<file path="src/hdl/mns_pkg.sv">
// ----------------------------------------------------------------------------
// mns_pkg: melody note sequencer shared definitions
// Event codes, sequencer modes, result item layout, timing constants and the
// tone period table.
// ----------------------------------------------------------------------------
package mns_pkg;

  // event codes carried in the input item
  typedef enum logic [1:0] {
    OP_START = 2'd0,
    OP_TIMER = 2'd1,
    OP_STOP  = 2'd2,
    OP_HALT  = 2'd3   // same handling as stop
  } mns_op_e;

  // song progress
  typedef enum logic [1:0] {
    MODE_IDLE  = 2'd0,
    MODE_PLAY  = 2'd1,
    MODE_PAUSE = 2'd2
  } mns_mode_e;

  // one result item, first member in the highest bits
  typedef struct packed {
    logic        error;
    logic        finished;
    logic [7:0]  next_index;
    logic [15:0] timer_ticks;
    logic        timer_enable;
    logic [13:0] pwm_compare;
    logic [14:0] pwm_period;
    logic        pwm_enable;
  } mns_out_t;

  localparam int unsigned OutBits   = $bits(mns_out_t);
  localparam int unsigned OutBytes  = (OutBits + 7) / 8;
  localparam int unsigned OutPad    = OutBytes * 8 - OutBits;

  // configuration register indexes
  localparam logic RegTempo   = 1'b0;
  localparam logic RegSongLen = 1'b1;

  // beat time numerator (ticks per minute) and divider sizing
  localparam logic [19:0] BeatNumer = 20'd600000;
  localparam logic [7:0]  MinTempo  = 8'd10;
  // ceil(2^19 / 10): x * RestRecip >> 19 gives x / 10 for any 16-bit x
  localparam logic [15:0] RestRecip = 16'd52429;
  localparam logic [4:0]  DivSteps  = 5'd20;
  localparam logic [5:0]  FullNote  = 6'd16;

  // PWM period for each pitch
  function automatic logic [14:0] tone_period(input logic [5:0] idx);
    logic [14:0] p;
    case (idx)
      6'd0:  p = 15'd30581;  6'd1:  p = 15'd28860;  6'd2:  p = 15'd27248;
      6'd3:  p = 15'd25707;  6'd4:  p = 15'd24272;  6'd5:  p = 15'd22910;
      6'd6:  p = 15'd21622;  6'd7:  p = 15'd20408;  6'd8:  p = 15'd19259;
      6'd9:  p = 15'd18182;  6'd10: p = 15'd17160;  6'd11: p = 15'd16194;
      6'd12: p = 15'd15291;  6'd13: p = 15'd14430;  6'd14: p = 15'd13619;
      6'd15: p = 15'd12858;  6'd16: p = 15'd12136;  6'd17: p = 15'd11455;
      6'd18: p = 15'd10811;  6'd19: p = 15'd10204;  6'd20: p = 15'd9632;
      6'd21: p = 15'd9091;   6'd22: p = 15'd8580;   6'd23: p = 15'd8099;
      6'd24: p = 15'd7645;   6'd25: p = 15'd7215;   6'd26: p = 15'd6811;
      6'd27: p = 15'd6428;   6'd28: p = 15'd6067;   6'd29: p = 15'd5727;
      6'd30: p = 15'd5405;   6'd31: p = 15'd5102;   6'd32: p = 15'd4816;
      6'd33: p = 15'd4545;   6'd34: p = 15'd4290;   6'd35: p = 15'd4049;
      6'd36: p = 15'd3822;   6'd37: p = 15'd3608;   6'd38: p = 15'd3405;
      6'd39: p = 15'd3214;   6'd40: p = 15'd3034;   6'd41: p = 15'd2863;
      6'd42: p = 15'd2703;   6'd43: p = 15'd2551;   6'd44: p = 15'd2408;
      6'd45: p = 15'd2273;   6'd46: p = 15'd2145;
      default: p = 15'd2025;
    endcase
    return p;
  endfunction

endpackage

</file>
<file path="src/hdl/melody_note_sequencer_top.sv">
// ----------------------------------------------------------------------------
// melody_note_sequencer_top: buzzer melody sequencer
// Turns start, timer-expiry and stop items into PWM and duration timer
// settings, one result item per input item.
// ----------------------------------------------------------------------------
// Steps: a start item runs a 20-step pass of the restoring divider, a
//   reciprocal multiply for the rest time, a length scaling step and a result
//   step; a timer item while playing runs the scaling and result steps; other
//   items go to the result step, which loads the output reg once it is free.
// Throughput: one item at a time; ready again once the result is registered.
// Reset (async, active low): idle, index and timings zero, tempo 120, length 1.
module melody_note_sequencer_top #(
  parameter int TONE_COUNT = 48
) (
  input  logic        clk_i,
  input  logic        rst_ni,
  // configuration writes
  input  logic        cfg_we_i,
  input  logic        cfg_idx_i,
  input  logic [7:0]  cfg_data_i,
  // input items
  input  logic        s_axis_tvalid,
  output logic        s_axis_tready,
  input  logic [15:0] s_axis_tdata,   // [5:0] note_pitch, [11:6] note_length
  input  logic [1:0]  s_axis_tuser,   // [1:0] opcode
  // result items
  output logic        m_axis_tvalid,
  input  logic        m_axis_tready,
  // [0] pwm_enable, [15:1] pwm_period, [29:16] pwm_compare, [30] timer_enable,
  // [46:31] timer_ticks, [54:47] next_index, [55] finished, [56] error
  output logic [mns_pkg::OutBytes*8-1:0] m_axis_tdata
);
  import mns_pkg::*;

  localparam logic [5:0] LastTone = 6'(TONE_COUNT - 1);

  typedef enum logic [2:0] {
    ST_IDLE,
    ST_DIV,
    ST_REST,
    ST_MUL,
    ST_FIN
  } state_e;

  state_e      state_q;
  logic [7:0]  tempo_q, song_len_q, size_q;
  mns_mode_e   mode_q;
  logic [7:0]  idx_q;
  logic [15:0] beat_q, rest_q;
  logic [1:0]  op_q;
  logic [5:0]  pitch_q, len_q;
  // divider
  logic [19:0] quo_q;
  logic [7:0]  rem_q, div_q;
  logic [4:0]  cnt_q;
  // scaled note time
  logic [15:0] t_q;
  logic        rest_note_q;
  // output register
  logic        out_vld_q;
  mns_out_t    out_q;

  logic        in_fire, out_free;
  logic [7:0]  tempo_eff;

  assign s_axis_tready = (state_q == ST_IDLE);
  assign in_fire       = s_axis_tvalid && s_axis_tready;
  assign out_free      = !out_vld_q || m_axis_tready;
  assign m_axis_tvalid = out_vld_q;
  assign m_axis_tdata  = {{OutPad{1'b0}}, out_q};
  assign tempo_eff     = (tempo_q < MinTempo) ? MinTempo : tempo_q;

  // restoring divide step: one quotient bit per cycle
  logic [8:0]  div_shift;
  logic [9:0]  div_diff;
  logic        div_borrow;
  logic [7:0]  rem_nx;
  logic [19:0] quo_nx;

  always_comb begin
    div_shift  = {rem_q, quo_q[19]};
    div_diff   = {1'b0, div_shift} - {2'b00, div_q};
    div_borrow = div_diff[9];
    rem_nx     = div_borrow ? div_shift[7:0] : div_diff[7:0];
    quo_nx     = {quo_q[18:0], !div_borrow};
  end

  // rest time = beat / 10 by reciprocal multiply
  logic [31:0] rest_prod;

  assign rest_prod = 32'(beat_q) * 32'(RestRecip);

  // length scaling: beat * L / 4 for codes 1..16 (after taking off the rest mark)
  logic        rest_note;
  logic [5:0]  len_adj;
  logic        len_scale;
  logic [20:0] prod;

  always_comb begin
    rest_note = (len_q > FullNote);
    len_adj   = rest_note ? (len_q - FullNote) : len_q;
    len_scale = (len_adj != 6'd0) && (len_adj <= FullNote);
    prod      = 21'(beat_q) * 21'(len_adj[4:0]);
  end

  // result and next state for the current event
  mns_out_t    res;
  mns_mode_e   mode_fin;
  logic [7:0]  idx_fin;
  logic [5:0]  pitch_cl;
  logic [14:0] period;

  always_comb begin
    pitch_cl = (pitch_q > LastTone) ? LastTone : pitch_q;
    period   = tone_period(pitch_cl);
    res      = '0;
    mode_fin = mode_q;
    idx_fin  = idx_q;
    if (op_q != OP_START && op_q != OP_TIMER) begin
      mode_fin = MODE_IDLE;
    end else begin
      case (mode_q)
        MODE_PLAY: begin
          mode_fin         = MODE_PAUSE;
          res.pwm_enable   = !rest_note_q;
          res.pwm_period   = rest_note_q ? 15'd0 : period;
          res.pwm_compare  = rest_note_q ? 14'd0 : period[14:1];
          res.timer_enable = 1'b1;
          res.timer_ticks  = t_q - rest_q;
        end
        MODE_PAUSE: begin
          idx_fin          = idx_q + 8'd1;
          mode_fin         = (idx_fin >= size_q) ? MODE_IDLE : MODE_PLAY;
          res.timer_enable = 1'b1;
          res.timer_ticks  = rest_q;
        end
        default: begin
          res.error = 1'b1;
        end
      endcase
    end
    res.next_index = idx_fin;
    res.finished   = (mode_fin == MODE_IDLE);
  end

  // sequencer, state and registered outputs
  always_ff @(posedge clk_i or negedge rst_ni) begin
    if (!rst_ni) begin
      state_q     <= ST_IDLE;
      tempo_q     <= 8'd120;
      song_len_q  <= 8'd1;
      size_q      <= '0;
      mode_q      <= MODE_IDLE;
      idx_q       <= '0;
      beat_q      <= '0;
      rest_q      <= '0;
      op_q        <= '0;
      pitch_q     <= '0;
      len_q       <= '0;
      quo_q       <= '0;
      rem_q       <= '0;
      div_q       <= '0;
      cnt_q       <= '0;
      t_q         <= '0;
      rest_note_q <= 1'b0;
      out_vld_q   <= 1'b0;
      out_q       <= '0;
    end else begin
      if (cfg_we_i) begin
        if (cfg_idx_i == RegSongLen) song_len_q <= cfg_data_i;
        else                         tempo_q    <= cfg_data_i;
      end
      if (state_q == ST_FIN && out_free) out_vld_q <= 1'b1;
      else if (out_vld_q && m_axis_tready) out_vld_q <= 1'b0;

      case (state_q)
        ST_IDLE: begin
          if (in_fire) begin
            op_q    <= s_axis_tuser;
            pitch_q <= s_axis_tdata[5:0];
            len_q   <= s_axis_tdata[11:6];
            case (s_axis_tuser)
              OP_START: begin
                quo_q   <= BeatNumer;
                rem_q   <= '0;
                div_q   <= tempo_eff;
                cnt_q   <= '0;
                state_q <= ST_DIV;
              end
              OP_TIMER: state_q <= (mode_q == MODE_PLAY) ? ST_MUL : ST_FIN;
              default:  state_q <= ST_FIN;
            endcase
          end
        end
        ST_DIV: begin
          rem_q <= rem_nx;
          quo_q <= quo_nx;
          cnt_q <= cnt_q + 5'd1;
          if (cnt_q == DivSteps - 5'd1) begin
            // beat time done, rest time next
            beat_q  <= quo_nx[15:0];
            state_q <= ST_REST;
          end
        end
        ST_REST: begin
          rest_q  <= {3'b000, rest_prod[31:19]};
          size_q  <= song_len_q;
          mode_q  <= MODE_PLAY;
          idx_q   <= '0;
          state_q <= ST_MUL;
        end
        ST_MUL: begin
          t_q         <= len_scale ? prod[17:2] : beat_q;
          rest_note_q <= rest_note;
          state_q     <= ST_FIN;
        end
        ST_FIN: begin
          if (out_free) begin
            out_q     <= res;
            mode_q    <= mode_fin;
            idx_q     <= idx_fin;
            state_q   <= ST_IDLE;
          end
        end
        default: state_q <= ST_IDLE;
      endcase
    end
  end

  // an error result always reports the block idle
  a_err_finished: assert property (@(posedge clk_i) disable iff (!rst_ni)
    out_vld_q && out_q.error |-> out_q.finished)
    else $error("error result without finished");

  // a sounding tone always comes with a loaded timer
  a_pwm_timer: assert property (@(posedge clk_i) disable iff (!rst_ni)
    out_vld_q && out_q.pwm_enable |-> out_q.timer_enable && !out_q.error)
    else $error("tone without timer load");

  // an accepted item leaves the block not ready in the following cycle
  a_busy: assert property (@(posedge clk_i) disable iff (!rst_ni)
    in_fire |=> !s_axis_tready)
    else $error("ready right after accept");

  // divider step count stays within one pass
  a_div_cnt: assert property (@(posedge clk_i) disable iff (!rst_ni)
    state_q == ST_DIV |-> cnt_q < DivSteps)
    else $error("divider step count overrun");

endmodule
</file>
<file path="config.mk">
export PLATFORM = sky130hd
export DESIGN_NAME = melody_note_sequencer_top
export DESIGN_NICKNAME = d
export VERILOG_FILES = /design/src/hdl/mns_pkg.sv /design/src/hdl/melody_note_sequencer_top.sv
export SDC_FILE = /design/constraint.sdc
export NUM_CORES = 1
export LEC_CHECK = 0
export BUFFER_PORTS_ARGS = -buffer_cell sky130_fd_sc_hd__buf_2
export CAP_MARGIN = 20
export CELL_PAD_IN_SITES_DETAIL_PLACEMENT = 0
export CELL_PAD_IN_SITES_GLOBAL_PLACEMENT = 1
export CORE_UTILIZATION = 54
export CTS_BUF_LIST = sky130_fd_sc_hd__clkbuf_4 sky130_fd_sc_hd__clkbuf_8
export CTS_CLUSTER_SIZE = 40
export DETAILED_ROUTE_END_ITERATION = 7
export GPL_TIMING_DRIVEN = 0
export PLACE_DENSITY = 0.92
export SLEW_MARGIN = 20
export SYNTH_ARGS = -nofsm -noshare
export SYNTH_HDL_FRONTEND = slang
export SYNTH_SLANG_ARGS = --single-unit
export TNS_END_PERCENT = 10
</file>
<file path="constraint.sdc">
create_clock -name clk_i -period 10.02 [get_ports clk_i]
set_input_delay 2.004 -clock clk_i [delete_from_list [all_inputs] [get_ports clk_i]]
set_output_delay 2.004 -clock clk_i [all_outputs]
set_load 0.03 [all_outputs]
</file>
==> results.md <==
* Status: complete, no violations
* Final Max Tran Viols at 0
* Final setup violating endpoints at 0
* Pin count of the biggest net entering global routing at 101
* Gp weighted congestion at 0.938
* R2R Path Start: beat_q[7]
* Insertion delay to the later sink of the worst-skew pair at 0.49 ns
* Startpoint Class: register
* Hold_sp: m_axis_tdata[44]
* Fmax at 150 MHz
* Setup ws final at 3.35 ns
* CP Capture Type: register
* Crit Path Max Fanout at 12
* GRT Residual Overflow at 0
* Initial antenna violation count at 0
* Hold path depth at 2
* Sequential element share of the synthesized area at 27.8%
* Sink Count at 181
* RSZ-0062 raised after global routing: false
* Mapped Area at 16300 µm²
* CTS tree: yes
* Post-route ant nets at 0
* Slew margin rel. at 49.8%
* Worst Path Required at 10.39 ns
* R2R cell count at 20
* Die height at 176 µm
* Final net count at 2210
* Worst-path clk slew at 0.11 ns
* Worst Hold End: m_axis_tdata[44]
* Register bit total from synthesis at 181
* Worst slew pin tran at 0.753 ns
* Final period util at 66.6%
* DRC viols at 0
* Hold slack at 0.487 ns
* Post-CTS Resized at 0
* Reg2reg end: rest_q[12]
* Diode count at 0
* Library cells used by synthesis at 68
* DRT iter0 DRCs at 854
* Most Frequent Cell on Critical Path: fa_1
* Via density per instance at 5.56
* Core ar. at 29600 µm²
* PwrDens at 191 nW/µm²
* Setup bufs post-CTS at 0
* Cells after Synth at 1754
* Commonest non-fill, non-tap cells in the layout: 282 x inv_1, 191 x ha_1, 176 x dfrtp_1
* Wirelength per Cell at 17.4 µm
* Share of cells above drive strength 1 at 11.8%
* Class of the worst hold path: reg -> reg
* Worst vdd ir at 0.113 mV
* LEAKAGE at 9.34 nW
* Post-place setup slack at 3.40 ns
* DP HPWL at 31300 µm
* Commonest non-fill, non-tap cell in the layout: inv_1
* CTS H-tree depth at 4
* Async set-reset flop share out of synthesis at 100%
* Most used DFF post-synth: dfrtp_1
* Minimum clock period after layout at 6.67 ns
* Syn-to-layout area delta at 8.50%
* R2r setup slk at 3.35 ns
* Total power at 3.38 mW
* Global-route wire length before repair at 65000 µm
* Cts hold-fix bufs at 0
* Core Util, Final at 59.7%
* Die ar. at 30900 µm²
* CP max-delay cell: dfrtp_1
* Num CTS Buffers at 17
* Number of synthesized flops with an enable pin at 0
* DR vias at 12.6k
* Yosys warns at 0
* Max-Cap Viols at 0
* TNS Setup at 0 ns
* Tot GR Track Use at 26.7%
* Crit path cell chain: ha_1 > inv_1 > fa_1 > inv_1 > fa_1 > fa_1 > fa_1 > inv_1 > fa_1 > inv_1 > ha_1 > nand3_2 > nor4_1 > nand4b_1 > o31ai_2 > nor3_2 > o31ai_2 > a21oi_1 > xnor2_1 > o21ai_1
* Kind of critical path: reg -> reg
* Skew final at 0.0114 ns
* Die X at 176 µm
* Vias in the first global route at 12.5k
* Longest Clk Path Bufs at 2
* # port buffers at 86
* Initial Util at 55.0%
* First drt pass iteration count at 6
* WP data arrival at 7.05 ns
* Worst path max stage delay at 0.60 ns
* I/O pin count at 98
* Final wirelength at 39400 µm
* Root Buffer: clkbuf_8
* Syn Area/Cell at 9.29 µm²
* Fin. Hold Viols at 0
* # rows at 63
[Yosys cell counts, types with 3 or more instances]
| cell type | instances | share of area, % |
|---|---|---|
| and3_1 | 12 | 0.46 |
| dfstp_2 | 5 | 0.81 |
| xor2_1 | 27 | 1.5 |
| o22a_1 | 8 | 0.43 |
| a311oi_1 | 3 | 0.16 |
| a21boi_0 | 4 | 0.18 |
| or3_1 | 6 | 0.23 |
| a22oi_1 | 18 | 0.83 |
| a21oi_1 | 60 | 1.8 |
| fa_1 | 121 | 15 |
| a21o_1 | 21 | 0.97 |
| a31oi_1 | 14 | 0.54 |
| a22o_1 | 17 | 0.91 |
| nand2b_1 | 13 | 0.50 |
| nor2_1 | 78 | 1.8 |
| inv_1 | 282 | 6.5 |
| buf_4 | 21 | 0.97 |
| buf_2 | 3 | 0.092 |
| xnor2_1 | 43 | 2.3 |
| nand3_1 | 28 | 0.86 |
| a211oi_1 | 8 | 0.37 |
| a32o_1 | 4 | 0.25 |
| ha_1 | 191 | 15 |
| or2_2 | 7 | 0.27 |
| o21a_1 | 3 | 0.14 |
| buf_1 | 6 | 0.14 |
| clkbuf_1 | 60 | 1.4 |
| mux2_2 | 51 | 3.5 |
| nand4_1 | 3 | 0.12 |
| o31ai_1 | 6 | 0.28 |
| o21ai_0 | 120 | 3.7 |
| o22ai_1 | 4 | 0.15 |
| and2_1 | 46 | 1.8 |
| nor2b_1 | 15 | 0.58 |
| nor3_1 | 30 | 0.92 |
| o41ai_1 | 3 | 0.16 |
| mux2i_1 | 21 | 1.3 |
| o211ai_1 | 12 | 0.55 |
| dfrtp_1 | 176 | 27 |
| nand2_1 | 163 | 3.8 |
[report_power, final]
group          switching [mW]  internal [mW]
logic                    1.15          0.654
clock network           0.315          0.187
registers               0.153          0.917
[logic make-up (layout without fill, tap and decap cells)]
kind of cell	after synthesis	in the layout	share of synthesized area, %
buffers and inverters	372	491	9.07
AO/OA/AOI/OAI	331	331	13.0
flip-flops	181	181	27.8
AND/OR/NAND/NOR	415	415	12.0
adder cells (fa/ha/maj)	312	312	29.5
XOR/XNOR	70	70	3.76
multiplexers	72	72	4.81
other	1	7	0.0230
[worst max-delay path, delay by kind of cell (launching register included)]
kind	cells	cell delay, ns
xor gates and xnor gates	1	0.19
adders and majority gates	7	3.54
and+or+nand+nor	4	0.94
AOI/OAI and AO/OA	4	1.02
DFF	1	0.60
buffers and inverters	4	0.28
[worst max path at each step]
stage                   start         end  slack (ns)  depth (start not counted)
floorplan           beat_q[6]  rest_q[12]        4.43                         20
global placement    beat_q[7]  rest_q[12]        3.46                         20
detailed placement  beat_q[7]  rest_q[12]        3.40                         20
CTS                 beat_q[7]  rest_q[12]        3.37                         20
global route        beat_q[7]  rest_q[12]        3.08                         20
finish              beat_q[7]  rest_q[12]        3.35                         20
[routing by layer]
layer | vias up | track usage (%) | wire (µm)
met1 | 6238 | 37.2 | 18300
li1 | 6002 | - | -
met3 | 56 | 3.29 | 1770
met5 | - | 0 | 0
met2 | 310 | 43.7 | 18500
met4 | 0 | 7.25 | 826
[flip-flops by register name, indices dropped and copies added (netlist names), 2 cells and up]
name and flops:
beat_q 16, song_len_q 8, m_axis_tdata 43, size_q 8, t_q 16, mode_q 2
rem_q 8, quo_q 20, state_q 3, rest_q 13, idx_q 8, len_q 6
div_q 8, cnt_q 5, tempo_q 8, pitch_q 6
[final cells by class]
cell class                      instances  area, µm²
Timing Repair Buffer                   87        468
Tap cell                              390        488
Clock buffer                           17        234
Clock inverter                         15        163
Buffer                                 90        420
Inverter                              282       1060
Sequential cell                       181       4540
Multi-Input combinational cell       1207      10300
Fill cell                            2663      12000
[through the flow]
stage	instances	cell area (µm²)
6_report	2269	17700
5_1_grt	2269	17700
4_1_cts	2269	17700
3_5_place_dp	2237	17300
3_3_place_gp	2236	17200
2_1_floorplan	1760	16300
Note: power is estimated with default switching activity, not from simulation.
